`config.mk`:
```
export PLATFORM = sky130hd
export DESIGN_NAME = merge_insertion_sorter
export DESIGN_NICKNAME = d
export VERILOG_FILES = /design/src/msort_pkg.sv /design/src/msort_datapath.sv /design/src/msort_ctrl.sv /design/src/merge_insertion_sorter.sv
export SDC_FILE = /design/constraint.sdc
export NUM_CORES = 2
export LEC_CHECK = 0
export BUFFER_PORTS_ARGS = -buffer_cell sky130_fd_sc_hd__buf_4
export CORE_UTILIZATION = 25
export CTS_BUF_LIST = sky130_fd_sc_hd__clkbuf_8
export DETAILED_ROUTE_END_ITERATION = 8
export PLACE_DENSITY_LB_ADDON = 0.2
export SKIP_LAST_GASP = 1
export SLEW_MARGIN = 10
export SYNTH_ARGS = -nofsm -noshare
export SYNTH_HDL_FRONTEND = slang
export SYNTH_HIERARCHICAL = 1
export SYNTH_SLANG_ARGS = --single-unit
```
`constraint.sdc`:
```
create_clock -name clk -period 18.15 [get_ports clk]
set_clock_uncertainty 0.2 [all_clocks]
set_input_delay 0.9075 -clock clk [delete_from_list [all_inputs] [get_ports clk]]
set_output_delay 0.9075 -clock clk [all_outputs]
set_load 0.05 [all_outputs]
```
`src/msort_pkg.sv`:
```
// ----------------------------------------------------------------------------
// msort_pkg
// Shared types and codes of the merge insertion sorter: value and status
// widths, result status codes and the controller/datapath interface.
// ----------------------------------------------------------------------------
package msort_pkg;

    localparam int VALUE_W  = 31;
    localparam int STATUS_W = 3;

    typedef logic [VALUE_W-1:0]  value_t;
    typedef logic [STATUS_W-1:0] status_t;

    localparam status_t ST_OK        = 3'd0;
    localparam status_t ST_SINGLE    = 3'd1;
    localparam status_t ST_DUPLICATE = 3'd2;
    localparam status_t ST_ORDERED   = 3'd3;
    localparam status_t ST_OVERFLOW  = 3'd4;

    // Commands from the controller to the datapath.
    typedef struct packed {
        logic load;        // input transfer taken
        logic read_prev;   // read the entry just below the insert position
        logic shift;       // move that entry up one place
        logic place;       // write the new value at the insert position
        logic check_dup;   // compare the entry read with the new value
        logic err_load;    // load an error result into the output register
        logic out_start;   // rewind the output index
        logic out_read;    // read the entry at the output index
        logic out_load;    // load the entry read into the output register
        logic out_next;    // advance the output index
        logic clear;       // return the set state to its reset value
    } cmd_t;

    // Status from the datapath to the controller.
    typedef struct packed {
        logic insert;        // the current value is to be stored
        logic pos_zero;      // insert position reached the bottom
        logic prev_greater;  // entry read is greater than the new value
        logic last;          // the current value closed the set
        logic error;         // the closed set is rejected
        logic out_last;      // output index points at the final entry
        logic out_taken;     // the output register was transferred
    } sts_t;

endpackage

```
`src/msort_datapath.sv`:
```
// ----------------------------------------------------------------------------
// msort_datapath
// Value store, set bookkeeping, insertion pointer and output register.
// ----------------------------------------------------------------------------
module msort_datapath #(
    parameter int MAX_ITEMS = 64
) (
    input  logic              clk,
    input  logic              rst_n,
    input  msort_pkg::cmd_t   cmd,
    output msort_pkg::sts_t   sts,
    input  msort_pkg::value_t in_value,
    input  logic              in_last,
    output msort_pkg::value_t out_value,
    output msort_pkg::status_t out_status,
    output logic              out_last,
    output logic              out_valid,
    input  logic              out_ready
);
    import msort_pkg::*;

    localparam int AW = $clog2(MAX_ITEMS);
    localparam int CW = $clog2(MAX_ITEMS + 2);
    localparam logic [CW-1:0] CNT_MAX = CW'(MAX_ITEMS);
    localparam logic [CW-1:0] CNT_OVF = CW'(MAX_ITEMS + 1);
    localparam logic [CW-1:0] CNT_ONE = CW'(1);

    value_t mem [MAX_ITEMS];

    logic [CW-1:0] count_reg, count_next;
    logic [CW-1:0] pos_reg, pos_next;
    logic [CW-1:0] idx_reg, idx_next;
    logic          dup_reg, dup_next;
    logic          asc_reg, asc_next;
    logic          ins_reg, ins_next;
    logic          last_reg, last_next;
    value_t        prev_reg, prev_next;
    value_t        val_reg, val_next;
    value_t        rd_data_reg;

    logic          ovalid_reg, ovalid_next;
    value_t        ovalue_reg, ovalue_next;
    status_t       ostatus_reg, ostatus_next;
    logic          olast_reg, olast_next;

    logic          mem_we;
    logic [AW-1:0] mem_wa;
    value_t        mem_wd;
    logic          mem_re;
    logic [AW-1:0] mem_ra;
    logic [CW-1:0] pos_dec;
    logic [CW-1:0] idx_inc;
    status_t       err_code;
    logic          taken;

    assign pos_dec = pos_reg - CNT_ONE;
    assign idx_inc = idx_reg + CNT_ONE;
    assign taken   = ovalid_reg && out_ready;

    always_comb
    begin
        priority if (count_reg > CNT_MAX)
        begin
            err_code = ST_OVERFLOW;
        end
        else if (count_reg == CNT_ONE)
        begin
            err_code = ST_SINGLE;
        end
        else if (dup_reg)
        begin
            err_code = ST_DUPLICATE;
        end
        else if (asc_reg)
        begin
            err_code = ST_ORDERED;
        end
        else
        begin
            err_code = ST_OK;
        end
    end

    assign mem_we = cmd.shift || cmd.place;
    assign mem_wa = pos_reg[AW-1:0];
    assign mem_wd = cmd.shift ? rd_data_reg : val_reg;
    assign mem_re = cmd.read_prev || cmd.out_read;
    assign mem_ra = cmd.read_prev ? pos_dec[AW-1:0] : idx_reg[AW-1:0];

    always_ff @(posedge clk)
    begin
        if (mem_we)
        begin
            mem[mem_wa] <= mem_wd;
        end
        if (mem_re)
        begin
            rd_data_reg <= mem[mem_ra];
        end
    end

    always_comb
    begin
        count_next   = count_reg;
        pos_next     = pos_reg;
        idx_next     = idx_reg;
        dup_next     = dup_reg;
        asc_next     = asc_reg;
        ins_next     = ins_reg;
        last_next    = last_reg;
        prev_next    = prev_reg;
        val_next     = val_reg;
        ovalid_next  = ovalid_reg;
        ovalue_next  = ovalue_reg;
        ostatus_next = ostatus_reg;
        olast_next   = olast_reg;

        if (cmd.load)
        begin
            val_next  = in_value;
            last_next = in_last;
            prev_next = in_value;
            if (count_reg < CNT_MAX)
            begin
                if ((count_reg != '0) && (in_value <= prev_reg))
                begin
                    asc_next = 1'b0;
                end
                count_next = count_reg + CNT_ONE;
                pos_next   = count_reg;
                ins_next   = 1'b1;
            end
            else
            begin
                count_next = CNT_OVF;
                ins_next   = 1'b0;
            end
        end
        if (cmd.shift)
        begin
            pos_next = pos_dec;
        end
        if (cmd.place)
        begin
            ins_next = 1'b0;
        end
        if (cmd.check_dup && (rd_data_reg == val_reg))
        begin
            dup_next = 1'b1;
        end
        if (cmd.out_start)
        begin
            idx_next = '0;
        end
        if (cmd.out_next)
        begin
            idx_next = idx_inc;
        end
        if (taken)
        begin
            ovalid_next = 1'b0;
        end
        if (cmd.err_load)
        begin
            ovalid_next  = 1'b1;
            ovalue_next  = '0;
            ostatus_next = err_code;
            olast_next   = 1'b1;
        end
        if (cmd.out_load)
        begin
            ovalid_next  = 1'b1;
            ovalue_next  = rd_data_reg;
            ostatus_next = ST_OK;
            olast_next   = (idx_inc == count_reg);
        end
        if (cmd.clear)
        begin
            count_next = '0;
            dup_next   = 1'b0;
            asc_next   = 1'b1;
            prev_next  = '0;
            ins_next   = 1'b0;
        end
    end

    always_ff @(posedge clk or negedge rst_n)
    begin
        if (!rst_n)
        begin
            count_reg  <= '0;
            dup_reg    <= 1'b0;
            asc_reg    <= 1'b1;
            prev_reg   <= '0;
            ins_reg    <= 1'b0;
            last_reg   <= 1'b0;
            ovalid_reg <= 1'b0;
        end
        else
        begin
            count_reg  <= count_next;
            dup_reg    <= dup_next;
            asc_reg    <= asc_next;
            prev_reg   <= prev_next;
            ins_reg    <= ins_next;
            last_reg   <= last_next;
            ovalid_reg <= ovalid_next;
        end
    end

    always_ff @(posedge clk)
    begin
        pos_reg     <= pos_next;
        idx_reg     <= idx_next;
        val_reg     <= val_next;
        ovalue_reg  <= ovalue_next;
        ostatus_reg <= ostatus_next;
        olast_reg   <= olast_next;
    end

    always_comb
    begin
        sts.insert       = ins_reg;
        sts.pos_zero     = (pos_reg == '0);
        sts.prev_greater = (rd_data_reg > val_reg);
        sts.last         = last_reg;
        sts.error        = (err_code != ST_OK);
        sts.out_last     = (idx_inc == count_reg);
        sts.out_taken    = taken;
    end

    assign out_value  = ovalue_reg;
    assign out_status = ostatus_reg;
    assign out_last   = olast_reg;
    assign out_valid  = ovalid_reg;

endmodule

```
`src/msort_ctrl.sv`:
```
// ----------------------------------------------------------------------------
// msort_ctrl
// Sequencer of the sorter: takes one value, walks it down the sorted store,
// then at the end of a set streams the store out or reports an error.
// ----------------------------------------------------------------------------
module msort_ctrl (
    input  logic            clk,
    input  logic            rst_n,
    input  logic            in_valid,
    output logic            in_ready,
    input  msort_pkg::sts_t sts,
    output msort_pkg::cmd_t cmd
);
    import msort_pkg::*;

    localparam logic [2:0] S_IDLE  = 3'd0;
    localparam logic [2:0] S_SEEK  = 3'd1;
    localparam logic [2:0] S_CMP   = 3'd2;
    localparam logic [2:0] S_END   = 3'd3;
    localparam logic [2:0] S_ORD   = 3'd4;
    localparam logic [2:0] S_OLD   = 3'd5;
    localparam logic [2:0] S_OWAIT = 3'd6;
    localparam logic [2:0] S_ERRW  = 3'd7;

    logic [2:0] state_reg, state_next;

    assign in_ready = (state_reg == S_IDLE);

    always_comb
    begin
        state_next = state_reg;
        cmd        = '0;
        unique case (state_reg)
            S_IDLE:
            begin
                if (in_valid)
                begin
                    cmd.load   = 1'b1;
                    state_next = S_SEEK;
                end
            end
            S_SEEK:
            begin
                priority if (!sts.insert)
                begin
                    state_next = S_END;
                end
                else if (sts.pos_zero)
                begin
                    cmd.place  = 1'b1;
                    state_next = S_END;
                end
                else
                begin
                    cmd.read_prev = 1'b1;
                    state_next    = S_CMP;
                end
            end
            S_CMP:
            begin
                if (sts.prev_greater)
                begin
                    cmd.shift  = 1'b1;
                    state_next = S_SEEK;
                end
                else
                begin
                    // The first entry not above the value decides a duplicate.
                    cmd.place     = 1'b1;
                    cmd.check_dup = 1'b1;
                    state_next    = S_END;
                end
            end
            S_END:
            begin
                priority if (!sts.last)
                begin
                    state_next = S_IDLE;
                end
                else if (sts.error)
                begin
                    cmd.err_load = 1'b1;
                    state_next   = S_ERRW;
                end
                else
                begin
                    cmd.out_start = 1'b1;
                    state_next    = S_ORD;
                end
            end
            S_ORD:
            begin
                cmd.out_read = 1'b1;
                state_next   = S_OLD;
            end
            S_OLD:
            begin
                cmd.out_load = 1'b1;
                state_next   = S_OWAIT;
            end
            S_OWAIT:
            begin
                if (sts.out_taken)
                begin
                    if (sts.out_last)
                    begin
                        cmd.clear  = 1'b1;
                        state_next = S_IDLE;
                    end
                    else
                    begin
                        cmd.out_next = 1'b1;
                        state_next   = S_ORD;
                    end
                end
            end
            S_ERRW:
            begin
                if (sts.out_taken)
                begin
                    cmd.clear  = 1'b1;
                    state_next = S_IDLE;
                end
            end
            default:
            begin
                state_next = S_IDLE;
            end
        endcase
    end

    always_ff @(posedge clk or negedge rst_n)
    begin
        if (!rst_n)
        begin
            state_reg <= S_IDLE;
        end
        else
        begin
            state_reg <= state_next;
        end
    end

endmodule

```
`src/merge_insertion_sorter.sv`:
```
// ----------------------------------------------------------------------------
// merge_insertion_sorter
// Collects a set of values and returns them in ascending order, or one
// result with an error status when the set is rejected.
// ----------------------------------------------------------------------------
// Input stream (s_axis): one value per transfer, tlast on the final value.
// Output stream (m_axis): one sorted value per transfer, tlast on the final
// one; tuser carries the status (0 ok, 1 single value, 2 duplicate,
// 3 already ascending, 4 more than MAX_ITEMS values). A rejected set gives
// a single transfer with value 0, the status and tlast.
// Each value is inserted into a sorted single-port memory by moving larger
// entries up one place; every entry moved takes a registered read, then a
// compare and write.
// After the final value the store is read out one result at a time: each
// entry is read, loaded into the output register, and the next entry is
// read only after that result is taken. s_axis_tready is low while a value
// is being inserted and while the set is read out. A stalled receiver
// holds the output register and the read-out simply waits.
// Reset empties the set; the value memory needs no clearing pass because
// only entries written in the current set are ever read.
// ----------------------------------------------------------------------------
module merge_insertion_sorter #(
    parameter int MAX_ITEMS = 64
) (
    input  logic        clk,
    input  logic        rst_n,
    input  logic        s_axis_tvalid,
    output logic        s_axis_tready,
    input  logic [31:0] s_axis_tdata,   // [30:0] value, [31] zero
    input  logic        s_axis_tlast,   // last_item
    output logic        m_axis_tvalid,
    input  logic        m_axis_tready,
    output logic [31:0] m_axis_tdata,   // [30:0] sorted_value, [31] zero
    output logic [2:0]  m_axis_tuser,   // [2:0] status
    output logic        m_axis_tlast    // last_result
);
    import msort_pkg::*;

    cmd_t    cmd;
    sts_t    sts;
    value_t  out_value;
    status_t out_status;

    msort_ctrl u_ctrl (
        .clk      (clk),
        .rst_n    (rst_n),
        .in_valid (s_axis_tvalid),
        .in_ready (s_axis_tready),
        .sts      (sts),
        .cmd      (cmd)
    );

    msort_datapath #(
        .MAX_ITEMS (MAX_ITEMS)
    ) u_datapath (
        .clk        (clk),
        .rst_n      (rst_n),
        .cmd        (cmd),
        .sts        (sts),
        .in_value   (s_axis_tdata[VALUE_W-1:0]),
        .in_last    (s_axis_tlast),
        .out_value  (out_value),
        .out_status (out_status),
        .out_last   (m_axis_tlast),
        .out_valid  (m_axis_tvalid),
        .out_ready  (m_axis_tready)
    );

    assign m_axis_tdata = {1'b0, out_value};
    assign m_axis_tuser = out_status;

    // The block never takes input while a result is waiting.
    a_no_overlap: assert property (@(posedge clk) disable iff (!rst_n)
        !(s_axis_tready && m_axis_tvalid))
        else $error("input accepted while a result is pending");

    // An error result is the only result of its set and carries value zero.
    a_error_form: assert property (@(posedge clk) disable iff (!rst_n)
        (m_axis_tvalid && (m_axis_tuser != ST_OK)) |->
            (m_axis_tlast && (m_axis_tdata == 32'd0)))
        else $error("malformed error result");

    // After the final result of a set leaves, the block returns to taking input.
    a_return_idle: assert property (@(posedge clk) disable iff (!rst_n)
        (m_axis_tvalid && m_axis_tready && m_axis_tlast) |=> s_axis_tready)
        else $error("block did not return to idle after the set");

endmodule
```
# --- Word level (Yosys, flattened, before mapping) ---
# Memory sizes are Yosys's and may differ from the RTL's. A register that Yosys moved wholly into a read port is not among the register bits.
# Cells that the tools add are included.
# W data, S select, Z words.
classes:
  eq_ne: 13
  addsub: 3
  mux: 69
  magnitude_cmp: 4
  reduce_logical: 22
op_table:
  columns: ["op", "count"]
  rows:
  - ["$mux W31", 5]
  - ["$mux W7", 8]
  - ["$mux W1", 37]
  - ["$eq A31 B31 Y1", 1]
  - ["$gt A31 B31 Y1", 1]
  - ["$le A31 B31 Y1", 1]
  - ["$mux W3", 8]
  - ["$pmux W3 S8", 1]
  - ["$reduce_bool A2 Y1", 8]
  - ["$add A7 B1 Y7 const B", 2]
  - ["$mux W2", 7]
  - ["$eq A3 B3 Y1 const B", 4]
  - ["$reduce_bool A3 Y1", 3]
  - ["$eq A7 B1 Y1 const B", 1]
  - ["$eq A7 B7 Y1", 1]
  - ["$gt A7 B7 Y1 const B", 1]
  - ["$logic_not A7 Y1", 1]
  - ["$lt A7 B7 Y1 const B", 1]
  - ["$reduce_bool A7 Y1", 1]
  - ["$sub A7 B1 Y7 const B", 1]
  - ["$eq A3 B2 Y1 const B", 2]
  - ["$mux W6", 1]
  - ["$reduce_and A3 Y1", 2]
  - ["$ne A2 B1 Y1 const B", 2]
  - ["7 further kinds", 11]
word_totals:
  mem_count: 1
  elab_cells: 126
  mem_bits_rw: 1984
  register_bits: 126
mem_list:
  columns: ["memory", "depth", "word_bits", "rd", "rd_clocked_by_memory_dff", "wr", "line_no", "text"]
  rows:
  - ["u_datapath.mem", 64, 31, 1, 1, 1, "msort_datapath.sv:28", "value_t mem [MAX_ITEMS];"]

# --- Longest topological paths before layout ---
depth:
  ltp_word: 10
  mapped_depth: 21

# --- By module ---
# The synthesis kept the hierarchy.
by_module_without_submodules:
  columns: ["module", "seq_area_each_um2", "area_per_inst_um2", "cells_per_inst", "instances"]
  rows:
  - ["msort_datapath", 63957.6, 92576.3, 6964, 1]
  - ["msort_ctrl", 75.1, 331.6, 47, 1]
  - ["merge_insertion_sorter", 0.0, 11.3, 2, 1]

# --- Worst setup path before layout ---
# OpenSTA, ideal clock, no wires.
synth_timing:
  path_kind: "register -> register"
  startpoint: "register u_datapath.rd_data_reg[1] (read register of u_datapath.mem)"
  endpoint: "memory u_datapath/mem[0][8] (netlist name), data pin"
  t_required_ns: 17.248
  stages_incl_launch_ff: 13
  synth_period_minus_slack_ns: 5.876
  n_path_buf: 2
  t_arrival_ns: 4.975
  slack_ns: 12.274
  path_cell_list: "edfxtp_1 ha_1 nor2b_1 o21a_1 o21a_1 o211ai_1 a31oi_1 o21a_1 o41a_1 nor4bb_1 clkbuf_1 buf_1 o21ai_0"
synth_lines:
  columns: ["element", "line_no", "text"]
  rows:
  - ["start, declared", "msort_datapath.sv:39", "value_t rd_data_reg;"]
  - ["end, declared", "msort_datapath.sv:28", null]

==> flow_summary.json <==
{
  "synth_nets": 7118,
  "clkLatencyLatePin_ns": 1.08,
  "crit_type": "register to register",
  "synth_edf_count": 2092,
  "max_flop_register": "u_datapath/mem",
  "synth-seq-cells": 2141,
  "hp-class": "input pin to register",
  "numCtsBuffers": 376,
  "largest_reg_flops": 1984,
  "drt_iter0_drc": 6723,
  "status": "completed",
  "r2r_cells": 16,
  "numPortBuffers": 72,
  "syn_area_um2": 92900,
  "synth_area_per_cell_um2": 13.2,
  "area_growth_pct": 15.4,
  "route.antenna.remaining_nets": 0,
  "worstHoldStart": "s_axis_tvalid",
  "rsz0062_at_grt": "no",
  "period_needed_ns": 8.67,
  "irDropWorstVdd_mv": 0.0525,
  "cap_violations": 0,
  "cp.arrival_ns": 9.10,
  "viasPerCell": 5.34,
  "yosysSeqAreaShare": 0.689,
  "syn-instance-count": 7013,
  "drc_errors": 0,
  "num_rows": 223,
  "drv_slew": 0,
  "netlist-cell-type-count": 78,
  "drt_wl_total_um": 362000,
  "final_util": 0.290,
  "avgRoutedWirePerCell_um": 29.3,
  "cts.clk_slew.worst_paths_ns": 0.06,
  "vias": 66100,
  "dr.pass1.iters": 6,
  "cts_sinks": 2141,
  "p_per_area_nw_per_um2": 88.2,
  "final.period_utilization": 0.478,
  "ioPinCount": 75,
  "p_seq_frac": 0.565,
  "worstMarginPinSlew_ns": 1.39,
  "grt_max_degree": 112,
  "crit_path_frequent_cell": "buf_4",
  "switching_share": 0.218,
  "overflow": 0,
  "fmax_mhz": 115,
  "ctsHtreeMaxLevel": 5,
  "startpoint": "u_datapath/pos_reg[4]",
  "first_global_vias": 64600,
  "cts_tree": "built",
  "whs_path_depth": 4,
  "synth_top_area_cell": "edfxtp_1",
  "ys_async_sr_fraction": 0.0215,
  "antenna_found_initial": 21,
  "power.internal_mw": 7.40,
  "hold_viol_final": 0,
  "dp_hpwl_um": 198000,
  "critPathCaptureType": "register",
  "grt_pass1_wl_um": 501000,
  "setup_viol": 0,
  "synth_ff_type": "edfxtp_1",
  "yosysWarnings": 6,
  "die_area_um2": 374000,
  "synth_top_area_share": 0.676,
  "relSlewSlack": 0.0707,
  "crit_chain": "or3_1, buf_4, nor4b_2, nor4b_2, buf_4, buf_4, nand2b_4, buf_12, buf_4, buf_4, a21oi_1, o211ai_1, o221ai_1, a22oi_1, nand4_1, a211oi_2",
  "max_stage_delay_ns": 1.03,
  "combPwrFrac": 0.003,
  "critPathLaunchType": "register",
  "worst_path_max_delay_cell": "a211oi_2",
  "start_util": 0.252,
  "drive_gt1_frac": 0.132,
  "globalplace.congestion": 0.868,
  "crit-reg2reg-launch": "u_datapath/pos_reg[4]",
  "cp_max_fo": 89,
  "cp_data_required_time_ns": 18.58,
  "switchingPower_mw": 2.06,
  "nNetsFinal": 7243,
  "cts.path.max_buffers": 4,
  "num-fill-cells": 37400,
  "root_buffer": "clkbuf_8",
  "chipHeight_um": 612,
  "cellLeakagePower_nw": 33.5,
  "core-area_um2": 369000,
  "grt.total_usage": 0.187,
  "power_frac_clock": 0.432,
  "fin_setup_tns_ns": 0,
  "die-width_um": 612,
  "cts_resized": 0,
  "synth_area_leaders": "edfxtp_1 (68%), nor2_1 (2.8%), a21oi_1 (2.8%), o211ai_1 (2.3%), o221ai_1 (2.1%)"
}
-- Yosys cell counts (all sizes together) (142+ instances only) --
cell type and count:
edfxtp 2092, o221ai 218, o211ai 281, a21oi 517
inv 142, nand2b 145, buf 192, a22oi 153
clkbuf 397, nor2 703, or3 154, o21ai 220
nor3 286, a211oi 243
-- cells in the final DEF (no fill, tap or decap), types with 61 or more instances in the layout --
cell type     n
o311ai_0     67
ha_1         67
nand2b_1    140
a21oi_1     516
a211oi_1    221
edfxtp_1   2092
o21ai_0     124
nor2_1      624
nor3_1      286
or3_1       153
inv_1       278
and3_1       62
o21ai_1      65
clkbuf_8    387
buf_4       286
o31ai_1      62
o211ai_1    281
o21bai_1     62
clkinv_1     78
o221ai_1    218
a31o_2       61
a22oi_1     153
nor2_4       66
nand2_1     124
nand4_1      74
-- cells by family (layout without fill, tap and decap cells) --
logic type / after synthesis / count (layout) / share of synthesized area
muxes: 36 / 36 / 0.00392
other: 1 / 8 / 0.0000404
AOI/OAI and AO/OA: 2239 / 2239 / 0.169
xor gates and xnor gates: 16 / 16 / 0.00151
adders and majority gates: 68 / 68 / 0.00916
and+or+nand+nor: 1780 / 1780 / 0.0948
buffers and inverters: 732 / 1130 / 0.0320
DFF: 2141 / 2141 / 0.689
-- per-layer routing --
layer  part of all wire  GRT usage  vias to the layer above
li1                   -          -                    28400
met1               0.42      0.250                    34200
met2               0.45      0.294                     2907
met3              0.078     0.0367                      604
met4              0.046     0.0799                       10
met5            0.00020          0                        -
-- through the flow --
step / instances / hold slack (ns) / power (mW) / setup slack [ns] / cell area, um^2
2_1_floorplan: 7013 / 0.282 / 5.46 / 12.27 / 92900
6_report: 12400 / 0.123 / 9.46 / 9.48 / 107000
4_1_cts: 12400 / 0.0305 / 9.56 / 9.75 / 107000
5_1_grt: 12400 / 0.0921 / 9.76 / 9.66 / 107000
3_3_place_gp: 11700 / 0.280 / 5.47 / 9.37 / 100000
3_5_place_dp: 11700 / 0.298 / 5.47 / 9.78 / 100000
-- area by class of cell --
cell class	instances	area (um^2)	share of cell area
inverters	143	541	0.00504
clock inverters	264	1280	0.0119
repair buffers	336	2780	0.0259
diodes	7	17.5	0.000163
multi-input cells	4140	27100	0.252
flip-flops and latches	2141	64000	0.597
clock buffers	387	5330	0.0497
well taps	4950	6190	0.0578
-- power by group through the flow --
stage	Clock [mW]	Sequential (mW)	Combinational (mW)
floorplan	0	5.45	0.00841
global placement	0	5.45	0.0227
detailed placement	0	5.45	0.0225
CTS	4.19	5.34	0.0291
global route	4.38	5.34	0.0318
finish	4.08	5.35	0.0286
-- final timing paths --
kind,endpoint,slack [ns]
setup / recovery,u_datapath/rd_data_reg[0],9.48
hold / removal,u_ctrl/state_reg[0],0.12
setup reg to reg,u_datapath/rd_data_reg[0],9.48
hold reg to reg,u_datapath/out_status[0],0.31
max in group asynchronous,u_datapath/count_reg[4],16.91
min in group asynchronous,u_datapath/prev_reg[9],0.33
-- critical path: cells and delay by family (launching register included) --
kind,cells,cell delay (ns)
flip-flops,1,0.58
buffers and inverters,6,2.87
AO/OA/AOI/OAI,5,2.29
AND/OR/NAND/NOR,5,2.21
-- what timing repair did --
action / CTS / global route
endpoints found under the setup margin: 0 / 0
hold buffers: 34 / 0
setup buffers: 0 / 0
endpoints found under the hold margin: 109 / 0
Power figures use the tool's default switching activity.
